File: src/rtl/spcq_pkg.sv
package spcq_pkg;

  // Divider: 1000000 fits in 20 bits, so the quotient takes 20 restoring steps.
  localparam int DIV_STEPS  = 20;
  localparam int MUL_STEPS  = 32;
  localparam int STEP_CNT_W = 5;
  localparam int CFG_ADDR_W = 4;

  localparam logic [DIV_STEPS-1:0] TICKS_PER_SEC = 20'd1000000;
  localparam logic [15:0]          RELOAD_MAX    = 16'hFFFF;

  // Input item kinds.
  localparam logic [1:0] KIND_PUSH   = 2'd0;
  localparam logic [1:0] KIND_DONE   = 2'd1;
  localparam logic [1:0] KIND_DRIVER = 2'd2;

  // Register indexes (byte address bits [3:2]).
  localparam logic [1:0] REG_HZ_PER_RPM   = 2'd0;
  localparam logic [1:0] REG_PULSES_PER_DEG = 2'd1;
  localparam logic [1:0] REG_INVERT       = 2'd2;

  typedef enum logic [2:0] {
    ST_QUEUED     = 3'd0,
    ST_NO_MOTION  = 3'd1,
    ST_ZERO_SPEED = 3'd2,
    ST_FULL       = 3'd3,
    ST_NOT_PUSH   = 3'd4
  } status_t;

  typedef enum logic [2:0] {
    SQ_IDLE,
    SQ_HZ,
    SQ_DIV,
    SQ_LDM,
    SQ_MUL,
    SQ_FIN
  } seq_state_t;

  typedef struct packed {
    logic        dir;
    logic [15:0] reload;
    logic [31:0] pulses;
  } train_t;

  typedef struct packed {
    logic load_div;
    logic load_mul;
    logic step;
    logic mode_mul;
  } arith_ctl_t;

endpackage

File: src/rtl/spcq_if.sv
interface spcq_in_if;
  logic        valid;
  logic        ready;
  logic [1:0]  kind;
  logic        dir;
  logic [31:0] angle_q16;
  logic [15:0] req_rpm;
  logic        drv_status;

  modport source (output valid, kind, dir, angle_q16, req_rpm, drv_status,
                  input ready);
  modport sink   (input valid, kind, dir, angle_q16, req_rpm, drv_status,
                  output ready);
endinterface

interface spcq_out_if #(parameter int CNT_W = 5);
  logic             valid;
  logic             ready;
  logic [2:0]       status;
  logic             start_res;
  logic             dir_level;
  logic [15:0]      period_reload;
  logic [31:0]      pulse_count;
  logic             busy_res;
  logic [CNT_W-1:0] queue_count;
  logic [31:0]      overflow_total;
  logic             drive_enable;
  logic             brake_engaged;

  modport source (output valid, status, start_res, dir_level, period_reload, pulse_count,
                  busy_res, queue_count, overflow_total, drive_enable, brake_engaged,
                  input ready);
  modport sink   (input valid, status, start_res, dir_level, period_reload, pulse_count,
                  busy_res, queue_count, overflow_total, drive_enable, brake_engaged,
                  output ready);
endinterface

File: src/rtl/step_pulse_command_queue.sv
// Step/direction pulse-train command queue.
// in_ch carries one transaction per command or event: push (dir, angle,
// speed), train finished, or driver status. out_ch returns exactly one
// result transaction per input transaction, in order. Registers are set
// through the APB-style cfg_ port (hz per rpm, pulses per degree, invert)
// and must only be written while no transaction is in flight.
// Flow: a push with nonzero speed runs a 20-step restoring divide and a
// 32-step shift-add multiply on one shared 34-bit adder, after a state that
// registers hz and before the final step that registers its result. Every
// other transaction goes from acceptance straight to the final step.
// in_ch.ready is high only while the sequencer is idle; a finished result
// sits in the output register, so the next transaction can be accepted while
// the receiver stalls. A new result then waits in its final step until the
// output register frees up.
// Reset (synchronous, active low) empties the queue, clears the residue and
// overflow count, disables the drive and engages the brake. Queue entries
// are not cleared; they are only read after being written.
module step_pulse_command_queue
  import spcq_pkg::*;
#(
  parameter int QUEUE_DEPTH = 16
)
(
  input  logic                  clk,
  input  logic                  rst_n,
  spcq_in_if.sink               in_ch,
  spcq_out_if.source            out_ch,
  input  logic                  cfg_psel,
  input  logic                  cfg_penable,
  input  logic                  cfg_pwrite,
  input  logic [CFG_ADDR_W-1:0] cfg_paddr,
  input  logic [31:0]           cfg_pwdata,
  output logic [31:0]           cfg_prdata,
  output logic                  cfg_pready
);

  localparam int PTR_W = $clog2(QUEUE_DEPTH);
  localparam int CNT_W = $clog2(QUEUE_DEPTH + 1);

  // Configuration registers
  logic [15:0] hz_per_rpm_r;
  logic [31:0] ppd_r;
  logic        invert_r;
  logic        cfg_wr;
  logic [1:0]  cfg_idx;

  assign cfg_pready = 1'b1;
  assign cfg_wr     = cfg_psel & cfg_penable & cfg_pwrite & cfg_pready;
  assign cfg_idx    = cfg_paddr[CFG_ADDR_W-1:2];

  always_ff @(posedge clk) begin
    if (!rst_n) begin
      hz_per_rpm_r <= 16'd1;
      ppd_r        <= 32'd65536;
      invert_r     <= 1'b0;
    end else if (cfg_wr) begin
      case (cfg_idx)
        REG_HZ_PER_RPM:     hz_per_rpm_r <= cfg_pwdata[15:0];
        REG_PULSES_PER_DEG: ppd_r        <= cfg_pwdata;
        REG_INVERT:         invert_r     <= cfg_pwdata[0];
        default: ;
      endcase
    end
  end

  always_comb begin
    case (cfg_idx)
      REG_HZ_PER_RPM:     cfg_prdata = {16'h0000, hz_per_rpm_r};
      REG_PULSES_PER_DEG: cfg_prdata = ppd_r;
      REG_INVERT:         cfg_prdata = {31'd0, invert_r};
      default:            cfg_prdata = '0;
    endcase
  end

  // Sequencer
  seq_state_t            state_r, state_nxt;
  logic [STEP_CNT_W-1:0] step_cnt_r, step_cnt_nxt;
  logic                  in_accept;
  logic                  out_free;
  logic                  fin_go;
  arith_ctl_t            actl;

  logic                  out_valid_r;

  assign in_accept = in_ch.valid & in_ch.ready;
  assign out_free  = ~out_valid_r | out_ch.ready;

  always_comb begin
    state_nxt = state_r;
    case (state_r)
      SQ_IDLE: begin
        if (in_accept) begin
          if (in_ch.kind == KIND_PUSH && in_ch.req_rpm != 16'd0) begin
            state_nxt = SQ_HZ;
          end else begin
            state_nxt = SQ_FIN;
          end
        end
      end
      SQ_HZ:  state_nxt = SQ_DIV;
      SQ_DIV: begin
        if (step_cnt_r == STEP_CNT_W'(DIV_STEPS - 1)) begin
          state_nxt = SQ_LDM;
        end
      end
      SQ_LDM: state_nxt = SQ_MUL;
      SQ_MUL: begin
        if (step_cnt_r == STEP_CNT_W'(MUL_STEPS - 1)) begin
          state_nxt = SQ_FIN;
        end
      end
      SQ_FIN: begin
        if (out_free) begin
          state_nxt = SQ_IDLE;
        end
      end
      default: state_nxt = SQ_IDLE;
    endcase
  end

  always_comb begin
    in_ch.ready  = 1'b0;
    actl         = '0;
    fin_go       = 1'b0;
    step_cnt_nxt = '0;
    case (state_r)
      SQ_IDLE: in_ch.ready = 1'b1;
      SQ_HZ:   actl.load_div = 1'b1;
      SQ_DIV: begin
        actl.step    = 1'b1;
        step_cnt_nxt = step_cnt_r + 1'b1;
      end
      SQ_LDM: begin
        actl.load_mul = 1'b1;
        actl.mode_mul = 1'b1;
      end
      SQ_MUL: begin
        actl.step     = 1'b1;
        actl.mode_mul = 1'b1;
        step_cnt_nxt  = step_cnt_r + 1'b1;
      end
      SQ_FIN:  fin_go = out_free;
      default: ;
    endcase
  end

  always_ff @(posedge clk) begin
    if (!rst_n) begin
      state_r    <= SQ_IDLE;
      step_cnt_r <= '0;
    end else begin
      state_r    <= state_nxt;
      step_cnt_r <= step_cnt_nxt;
    end
  end

  // Captured transaction
  logic [1:0]  kind_r;
  logic        dir_r;
  logic [31:0] angle_r;
  logic [15:0] rpm_r;
  logic        drv_ready_r;

  always_ff @(posedge clk) begin
    if (in_accept) begin
      kind_r      <= in_ch.kind;
      dir_r       <= in_ch.dir;
      angle_r     <= in_ch.angle_q16;
      rpm_r       <= in_ch.req_rpm;
      drv_ready_r <= in_ch.drv_status;
    end
  end

  // Arithmetic: hz is registered in its own state, then divide and multiply on the shared unit
  logic [31:0]          hz_prod;
  logic [31:0]          hz_r;
  logic [DIV_STEPS-1:0] q_r;
  logic [DIV_STEPS-1:0] quotient;
  logic [63:0]          product;
  logic [15:0]          residue_r, residue_nxt;

  assign hz_prod = {16'h0000, rpm_r} * {16'h0000, hz_per_rpm_r};

  always_ff @(posedge clk) begin
    if (state_r == SQ_HZ) begin
      hz_r <= hz_prod;
    end
    if (state_r == SQ_LDM) begin
      q_r <= quotient;
    end
  end

  spcq_arith u_arith (
    .clk      (clk),
    .ctl      (actl),
    .hz       (hz_r),
    .ppd      (ppd_r),
    .angle    (angle_r),
    .residue  (residue_r),
    .quotient (quotient),
    .product  (product)
  );

  // Queue storage
  logic [PTR_W-1:0] wptr_r, wptr_nxt, wptr_inc;
  logic [PTR_W-1:0] rptr_r, rptr_nxt, rptr_inc;
  logic [CNT_W-1:0] qcnt_r, qcnt_nxt;
  logic             running_r, running_nxt;
  logic [31:0]      ovf_r, ovf_nxt;
  logic             enable_r, enable_nxt;
  logic             brake_r, brake_nxt;
  logic             mem_we;
  train_t           new_train, rd_train, launch_train;
  logic             launch;
  status_t          status_c;

  spcq_queue #(
    .DEPTH (QUEUE_DEPTH),
    .PTR_W (PTR_W)
  ) u_queue (
    .clk     (clk),
    .wr_en   (mem_we & fin_go),
    .wr_addr (wptr_r),
    .wr_data (new_train),
    .rd_addr (rptr_r),
    .rd_data (rd_train)
  );

  assign wptr_inc = (wptr_r == PTR_W'(QUEUE_DEPTH - 1)) ? '0 : wptr_r + 1'b1;
  assign rptr_inc = (rptr_r == PTR_W'(QUEUE_DEPTH - 1)) ? '0 : rptr_r + 1'b1;

  // Reload: clamp on zero hz, zero quotient (wraps) and anything above 16 bits
  logic [DIV_STEPS-1:0] reload_full;
  logic [15:0]          reload_val;

  always_comb begin
    reload_full = q_r - 1'b1;
    if (hz_r == 32'd0 || q_r == '0 || reload_full > DIV_STEPS'(RELOAD_MAX)) begin
      reload_val = RELOAD_MAX;
    end else begin
      reload_val = reload_full[15:0];
    end
  end

  assign new_train = '{dir: dir_r, reload: reload_val, pulses: product[63:32]};

  // Final step: decide the outcome and advance the queue state
  always_comb begin
    wptr_nxt     = wptr_r;
    rptr_nxt     = rptr_r;
    qcnt_nxt     = qcnt_r;
    running_nxt  = running_r;
    residue_nxt  = residue_r;
    ovf_nxt      = ovf_r;
    enable_nxt   = enable_r;
    brake_nxt    = brake_r;
    mem_we       = 1'b0;
    launch       = 1'b0;
    launch_train = new_train;
    status_c     = ST_NOT_PUSH;
    case (kind_r)
      KIND_PUSH: begin
        if (rpm_r == 16'd0) begin
          status_c = ST_ZERO_SPEED;
        end else if (product[63:32] == 32'd0) begin
          // Nothing to move; keep the fraction for the next command.
          residue_nxt = product[31:16];
          status_c    = ST_NO_MOTION;
        end else if (qcnt_r == CNT_W'(QUEUE_DEPTH)) begin
          ovf_nxt  = ovf_r + 1'b1;
          status_c = ST_FULL;
        end else begin
          residue_nxt = product[31:16];
          status_c    = ST_QUEUED;
          wptr_nxt    = wptr_inc;
          if (running_r) begin
            mem_we   = 1'b1;
            qcnt_nxt = qcnt_r + 1'b1;
          end else begin
            // Idle means the queue is empty: launch this train directly.
            rptr_nxt    = rptr_inc;
            running_nxt = 1'b1;
            launch      = 1'b1;
          end
        end
      end
      KIND_DONE: begin
        if (qcnt_r == '0) begin
          running_nxt = 1'b0;
        end else begin
          launch       = 1'b1;
          launch_train = rd_train;
          rptr_nxt     = rptr_inc;
          qcnt_nxt     = qcnt_r - 1'b1;
          running_nxt  = 1'b1;
        end
      end
      KIND_DRIVER: begin
        if (drv_ready_r) begin
          brake_nxt  = 1'b0;
          enable_nxt = 1'b1;
        end else begin
          // Fault: drop every queued train and the carried fraction.
          enable_nxt  = 1'b0;
          brake_nxt   = 1'b1;
          wptr_nxt    = '0;
          rptr_nxt    = '0;
          qcnt_nxt    = '0;
          running_nxt = 1'b0;
          residue_nxt = '0;
        end
      end
      default: ;
    endcase
  end

  always_ff @(posedge clk) begin
    if (!rst_n) begin
      wptr_r    <= '0;
      rptr_r    <= '0;
      qcnt_r    <= '0;
      running_r <= 1'b0;
      residue_r <= '0;
      ovf_r     <= '0;
      enable_r  <= 1'b0;
      brake_r   <= 1'b1;
    end else if (fin_go) begin
      wptr_r    <= wptr_nxt;
      rptr_r    <= rptr_nxt;
      qcnt_r    <= qcnt_nxt;
      running_r <= running_nxt;
      residue_r <= residue_nxt;
      ovf_r     <= ovf_nxt;
      enable_r  <= enable_nxt;
      brake_r   <= brake_nxt;
    end
  end

  // Output register
  status_t     res_status_r;
  logic        res_start_r;
  logic        res_dir_r;
  logic [15:0] res_reload_r;
  logic [31:0] res_pulses_r;

  always_ff @(posedge clk) begin
    if (!rst_n) begin
      out_valid_r <= 1'b0;
    end else if (fin_go) begin
      out_valid_r <= 1'b1;
    end else if (out_ch.ready) begin
      out_valid_r <= 1'b0;
    end
  end

  // Launch fields read zero when no train starts.
  always_ff @(posedge clk) begin
    if (fin_go) begin
      res_status_r <= status_c;
      res_start_r  <= launch;
      res_dir_r    <= launch & (launch_train.dir ^ invert_r);
      res_reload_r <= launch ? launch_train.reload : 16'd0;
      res_pulses_r <= launch ? launch_train.pulses : 32'd0;
    end
  end

  // Queue state only moves in the final step, which waits for a free
  // output register, so it stays matched to the pending result.
  assign out_ch.valid          = out_valid_r;
  assign out_ch.status         = res_status_r;
  assign out_ch.start_res      = res_start_r;
  assign out_ch.dir_level      = res_dir_r;
  assign out_ch.period_reload  = res_reload_r;
  assign out_ch.pulse_count    = res_pulses_r;
  assign out_ch.busy_res       = running_r;
  assign out_ch.queue_count    = qcnt_r;
  assign out_ch.overflow_total = ovf_r;
  assign out_ch.drive_enable   = enable_r;
  assign out_ch.brake_engaged  = brake_r;

endmodule

File: src/rtl/spcq_arith.sv
// Shared add/subtract unit with its shift registers: restoring divide of
// the tick constant by hz, then shift-add multiply of angle by ratio plus
// the residue offset.
module spcq_arith
  import spcq_pkg::*;
(
  input  logic                 clk,
  input  arith_ctl_t           ctl,
  input  logic [31:0]          hz,
  input  logic [31:0]          ppd,
  input  logic [31:0]          angle,
  input  logic [15:0]          residue,
  output logic [DIV_STEPS-1:0] quotient,
  output logic [63:0]          product
);

  logic [31:0] hi_r, hi_nxt;
  logic [31:0] lo_r, lo_nxt;
  logic [33:0] op_a, op_b, sum;
  logic        borrow;
  logic [32:0] mul_t;

  always_comb begin
    op_a   = ctl.mode_mul ? {2'b00, hi_r} : {1'b0, hi_r, lo_r[31]};
    op_b   = {2'b00, (ctl.mode_mul ? ppd : hz)};
    sum    = op_a + (ctl.mode_mul ? op_b : ~op_b) + {33'd0, ~ctl.mode_mul};
    borrow = sum[33];
    mul_t  = lo_r[0] ? sum[32:0] : {1'b0, hi_r};

    hi_nxt = hi_r;
    lo_nxt = lo_r;
    if (ctl.load_div) begin
      hi_nxt = '0;
      lo_nxt = {TICKS_PER_SEC, {(32-DIV_STEPS){1'b0}}};
    end else if (ctl.load_mul) begin
      // Offset in the high half lands unshifted in the final product.
      hi_nxt = {residue, 16'h0000};
      lo_nxt = angle;
    end else if (ctl.step) begin
      if (ctl.mode_mul) begin
        hi_nxt = mul_t[32:1];
        lo_nxt = {mul_t[0], lo_r[31:1]};
      end else begin
        hi_nxt = borrow ? op_a[31:0] : sum[31:0];
        lo_nxt = {lo_r[30:0], ~borrow};
      end
    end
  end

  always_ff @(posedge clk) begin
    hi_r <= hi_nxt;
    lo_r <= lo_nxt;
  end

  assign quotient = lo_r[DIV_STEPS-1:0];
  assign product  = {hi_r, lo_r};

endmodule

File: src/rtl/spcq_queue.sv
module spcq_queue
  import spcq_pkg::*;
#(
  parameter int DEPTH = 16,
  parameter int PTR_W = 4
)
(
  input  logic             clk,
  input  logic             wr_en,
  input  logic [PTR_W-1:0] wr_addr,
  input  train_t           wr_data,
  input  logic [PTR_W-1:0] rd_addr,
  output train_t           rd_data
);

  train_t mem [DEPTH];
  train_t rd_data_r;

  always_ff @(posedge clk) begin
    if (wr_en) begin
      mem[wr_addr] <= wr_data;
    end
    rd_data_r <= mem[rd_addr];
  end

  assign rd_data = rd_data_r;

endmodule

File: src/flat_wrapper.sv
// flat-port wrapper written by rule: the top's interface ports become plain ports
module step_pulse_command_queue_flat import spcq_pkg::*;
#(
  parameter int QUEUE_DEPTH = 16
)
  (clk, rst_n, cfg_psel, cfg_penable, cfg_pwrite, cfg_paddr, cfg_pwdata, cfg_prdata, cfg_pready, in_ch_valid, in_ch_kind, in_ch_dir, in_ch_angle_q16, in_ch_req_rpm, in_ch_drv_status, in_ch_ready, out_ch_valid, out_ch_status, out_ch_start_res, out_ch_dir_level, out_ch_period_reload, out_ch_pulse_count, out_ch_busy_res, out_ch_queue_count, out_ch_overflow_total, out_ch_drive_enable, out_ch_brake_engaged, out_ch_ready);
  spcq_in_if in_ch_i ();
  spcq_out_if #(.CNT_W(5)) out_ch_i ();
  input  logic clk;
  input  logic rst_n;
  input  logic cfg_psel;
  input  logic cfg_penable;
  input  logic cfg_pwrite;
  input  logic [CFG_ADDR_W-1:0] cfg_paddr;
  input  logic [31:0] cfg_pwdata;
  output logic [31:0] cfg_prdata;
  output logic cfg_pready;
  input wire logic [$bits(in_ch_i.valid)-1:0] in_ch_valid;
  input wire logic [$bits(in_ch_i.kind)-1:0] in_ch_kind;
  input wire logic [$bits(in_ch_i.dir)-1:0] in_ch_dir;
  input wire logic [$bits(in_ch_i.angle_q16)-1:0] in_ch_angle_q16;
  input wire logic [$bits(in_ch_i.req_rpm)-1:0] in_ch_req_rpm;
  input wire logic [$bits(in_ch_i.drv_status)-1:0] in_ch_drv_status;
  output wire logic [$bits(in_ch_i.ready)-1:0] in_ch_ready;
  output wire logic [$bits(out_ch_i.valid)-1:0] out_ch_valid;
  output wire logic [$bits(out_ch_i.status)-1:0] out_ch_status;
  output wire logic [$bits(out_ch_i.start_res)-1:0] out_ch_start_res;
  output wire logic [$bits(out_ch_i.dir_level)-1:0] out_ch_dir_level;
  output wire logic [$bits(out_ch_i.period_reload)-1:0] out_ch_period_reload;
  output wire logic [$bits(out_ch_i.pulse_count)-1:0] out_ch_pulse_count;
  output wire logic [$bits(out_ch_i.busy_res)-1:0] out_ch_busy_res;
  output wire logic [$bits(out_ch_i.queue_count)-1:0] out_ch_queue_count;
  output wire logic [$bits(out_ch_i.overflow_total)-1:0] out_ch_overflow_total;
  output wire logic [$bits(out_ch_i.drive_enable)-1:0] out_ch_drive_enable;
  output wire logic [$bits(out_ch_i.brake_engaged)-1:0] out_ch_brake_engaged;
  input wire logic [$bits(out_ch_i.ready)-1:0] out_ch_ready;
  assign in_ch_i.valid = in_ch_valid;
  assign in_ch_i.kind = in_ch_kind;
  assign in_ch_i.dir = in_ch_dir;
  assign in_ch_i.angle_q16 = in_ch_angle_q16;
  assign in_ch_i.req_rpm = in_ch_req_rpm;
  assign in_ch_i.drv_status = in_ch_drv_status;
  assign in_ch_ready = in_ch_i.ready;
  assign out_ch_valid = out_ch_i.valid;
  assign out_ch_status = out_ch_i.status;
  assign out_ch_start_res = out_ch_i.start_res;
  assign out_ch_dir_level = out_ch_i.dir_level;
  assign out_ch_period_reload = out_ch_i.period_reload;
  assign out_ch_pulse_count = out_ch_i.pulse_count;
  assign out_ch_busy_res = out_ch_i.busy_res;
  assign out_ch_queue_count = out_ch_i.queue_count;
  assign out_ch_overflow_total = out_ch_i.overflow_total;
  assign out_ch_drive_enable = out_ch_i.drive_enable;
  assign out_ch_brake_engaged = out_ch_i.brake_engaged;
  assign out_ch_i.ready = out_ch_ready;
  step_pulse_command_queue #(.QUEUE_DEPTH(QUEUE_DEPTH)) u_core (.clk(clk), .rst_n(rst_n), .in_ch(in_ch_i), .out_ch(out_ch_i), .cfg_psel(cfg_psel), .cfg_penable(cfg_penable), .cfg_pwrite(cfg_pwrite), .cfg_paddr(cfg_paddr), .cfg_pwdata(cfg_pwdata), .cfg_prdata(cfg_prdata), .cfg_pready(cfg_pready));
endmodule
File: config.mk
export PLATFORM = sky130hd
export DESIGN_NAME = step_pulse_command_queue_flat
export DESIGN_NICKNAME = d
export VERILOG_FILES = /design/src/rtl/spcq_pkg.sv /design/src/rtl/spcq_if.sv /design/src/rtl/step_pulse_command_queue.sv /design/src/rtl/spcq_arith.sv /design/src/rtl/spcq_queue.sv /design/src/flat_wrapper.sv
export SDC_FILE = /design/constraint.sdc
export NUM_CORES = 2
export LEC_CHECK = 0
export ABC_CLOCK_PERIOD_IN_PS = 14300
export BUFFER_PORTS_ARGS = -buffer_cell sky130_fd_sc_hd__buf_2
export CORE_MARGIN = 3
export CORE_UTILIZATION = 40
export CTS_BUF_LIST = sky130_fd_sc_hd__clkbuf_4 sky130_fd_sc_hd__clkbuf_8
export CTS_CLUSTER_DIAMETER = 200
export DETAILED_ROUTE_END_ITERATION = 16
export PLACE_DENSITY_LB_ADDON = 0.15
export SYNTH_ARGS = -nofsm -noshare
export SYNTH_HDL_FRONTEND = slang
export SYNTH_SLANG_ARGS = --single-unit
File: constraint.sdc
create_clock -name clk -period 14.3 [get_ports clk]
set_input_delay 1.43 -clock clk [delete_from_list [all_inputs] [get_ports clk]]
set_output_delay 1.43 -clock clk [all_outputs]
set_load 0.01 [all_outputs]
==> results.sh <==
export IMPL_endpoint_kind="register"
export IMPL_first_global_vias=36720
export IMPL_place_inst=6044
export IMPL_nNetsFinal=4787
export IMPL_wl_per_cell_um=24.43
export IMPL_synth_cells=4118
export IMPL_skew_ns=0.07622
export IMPL_ys_warn_count=0
export IMPL_final_cell_mix="edfxtp_1, nand2_1, inv_1, mux4_2, dfxtp_1"
export IMPL_p_total_mw=10.00
export IMPL_dp_hpwl_mm=93.45
export IMPL_cts_tree="yes"
export IMPL_status="finished clean"
export IMPL_holdWs_ns=0.4452
export IMPL_slew_headroom=0.2142
export IMPL_cts_buffers=192
export IMPL_cts_resized=0
export IMPL_period_minus_slack_ns=7.183
export IMPL_min_path_type="reg2reg"
export IMPL_drt_total_wl_mm=156.5
export IMPL_power_leakage_nw=23.31
export IMPL_cts_buffer_depth=3
export IMPL_layout_drive_gt1_share=0.2036
export IMPL_viasPerCell=5.478
export IMPL_ys_types=87
export IMPL_mappedNetlistNets=4557
export IMPL_final_common_cell="edfxtp_1"
export IMPL_r2r_cells=21
export IMPL_max_freq_ghz=0.1392
export IMPL_fin_crit_sh=0.5023
export IMPL_antenna_found_initial=7
export IMPL_final_util=0.4557
export IMPL_post_cts_buffers=0
export IMPL_die_h_um=384.3
export IMPL_clock_sinks=1176
export IMPL_gp_congestion=0.8289
export IMPL_worstSetupStartpointType="register"
export IMPL_pwr_density_cell_nw_per_um2=154.8
export IMPL_crit_fanout=18
export IMPL_setup_viol=0
export IMPL_slew_viol_final=0
export IMPL_holdBufCountCts=0
export IMPL_cap_violations=0
export IMPL_path_class="reg2reg"
export IMPL_drtIter0Drc=2791
export IMPL_synth_edf_count=941
export IMPL_ys_seq_elements=1176
export IMPL_synth_yosys_seq_area_share=0.5758
export IMPL_grt_first_pass_wirelength_mm=234.7
export IMPL_drc=0
export IMPL_overflow=0
export IMPL_grt_start_max_net_pins=130
export IMPL_drt_antenna_violating_nets=0
export IMPL_area_delta_synth_final_pct=12.85
export IMPL_place_ws_ns=7.231
export IMPL_synthFlopType="edfxtp_1"
export IMPL_insertion_delay_ns=0.96
export IMPL_hold_viol=0
export IMPL_fin_tns_setup_ns=0
export IMPL_fin_ws_ns=7.118
export IMPL_hold_depth=1
export IMPL_cts_htree_levels=4
export IMPL_coreArea_um2=141800
export IMPL_ios=223
export IMPL_place_area_um2=60420
export IMPL_die_area_um2=147700
export IMPL_grtUsageTotal=0.2137
export IMPL_final_cell_count_no_fill=6407
export IMPL_synth_area_um2=57240
export IMPL_port_buffers=219
export IMPL_tightest_slew_ns=1.176
export IMPL_drt_pass1_iter_count=8
export IMPL_rows=138
export IMPL_start_util=0.4038
export IMPL_clkTransAtPathRegs_ns=0.06
export IMPL_cts_root_buf="clkbuf_8"
export IMPL_synth_avg_cell_area_um2=13.90
export IMPL_rsz0062_at_grt="no"
export IMPL_ir_drop_mv=0.09126
export IMPL_die_width_um=384.3
export IMPL_async_reset_ff_frac=0
export IMPL_num_vias=35100
export IMPL_crit_arrival_ns=7.81
export IMPL_cp_required_ns=14.93
export IMPL_stdcell_area_um2=64600
## registers in the layout, indices dropped and copies added, names as in the netlist, 16 cells and up
| signal | count |
|---|---|
| u_core.hz_per_rpm_r | 16 |
| u_core.rpm_r | 16 |
| u_core.u_queue.mem | 784 |
| u_core.ppd_r | 32 |
| u_core.out_ch.period_reload | 16 |
| u_core.angle_r | 32 |
| u_core.u_arith.lo_r | 32 |
| u_core.hz_r | 32 |
| u_core.u_queue.rd_data | 49 |
| u_core.q_r | 20 |
| u_core.out_ch.pulse_count | 32 |
| u_core.u_arith.hi_r | 32 |
| u_core.out_ch.overflow_total | 32 |
| u_core.residue_r | 16 |
## Yosys cell counts (74+ instances only)
cell type | number | area, um2
a21boi_0 | 74 | 555.5
a21oi_1 | 93 | 465.5
a22o_1 | 103 | 902.1
and2_1 | 175 | 1095
clkbuf_1 | 201 | 754.5
dfxtp_1 | 235 | 4705
edfxtp_1 | 941 | 28260
fa_1 | 196 | 3924
ha_1 | 148 | 1852
inv_1 | 259 | 972.2
mux4_2 | 245 | 5518
nand2_1 | 480 | 1802
nor2_1 | 136 | 510.5
o21ai_0 | 120 | 600.6
## routing by layer
layer	wire, um	vias to the layer above	track usage
met5	21	-	0
met4	5002	4	0.07616
met3	9432	231	0.04382
met2	72870	1023	0.3371
met1	69160	18130	0.2939
li1	-	15710	-
## cells by family after synthesis
logic type | synth area share
buffers and inverters | 0.03364
adders and majority gates | 0.1009
muxes | 0.1082
xor gates and xnor gates | 0.01607
DFF | 0.5758
other | 0.00006551
AOI/OAI and AO/OA | 0.07467
and+or+nand+nor | 0.09067
## final timing paths
| kind | slack, ns | start | endpoint |
|---|---|---|---|
| worst max register to register | 7.12 | u_core.hz_per_rpm_r[3] | u_core.hz_r[31] |
| worst min-delay path | 0.45 | u_core.step_cnt_r[0] | u_core.step_cnt_r[0] |
| worst max-delay path | 7.12 | u_core.hz_per_rpm_r[3] | u_core.hz_r[31] |
| worst min register to register | 0.45 | u_core.step_cnt_r[0] | u_core.step_cnt_r[0] |
## critical path: stages, from the launching register on
cell	delay (ns)
dfxtp_1	0.99
nand2_1	0.16
fa_1	0.52
fa_1	0.52
fa_1	0.53
inv_1	0.06
fa_1	0.49
fa_1	0.49
inv_1	0.05
fa_1	0.47
inv_1	0.04
ha_1	0.33
o21a_1	0.20
nor2_1	0.32
a31oi_1	0.08
a31oi_1	0.43
o31a_1	0.34
nor3_1	0.13
nor4_1	0.33
o21bai_1	0.12
a21oi_1	0.19
xnor2_1	0.08
## cell type report
| type | count | area (um2) |
|---|---|---|
| clock buffers | 282 | 3462 |
| repair buffers | 279 | 1562 |
| flip-flops and latches | 1176 | 32990 |
| diodes | 4 | 10.01 |
| multi-input cells | 2439 | 22530 |
| well taps | 1890 | 2365 |
| inverters | 260 | 975.9 |
| clock inverters | 77 | 708.2 |
| fillers | 12690 | 77160 |
## where the power goes
group	total (mW)	switching (mW)	leakage [nW]	internal (mW)
logic	2.38	1.51	10.7	0.865
clock network	3.13	1.42	2.20	1.71
registers	4.50	0.424	10.5	4.07
total	10.0	3.35	23.3	6.65
(Power assumes the default switching activity.)
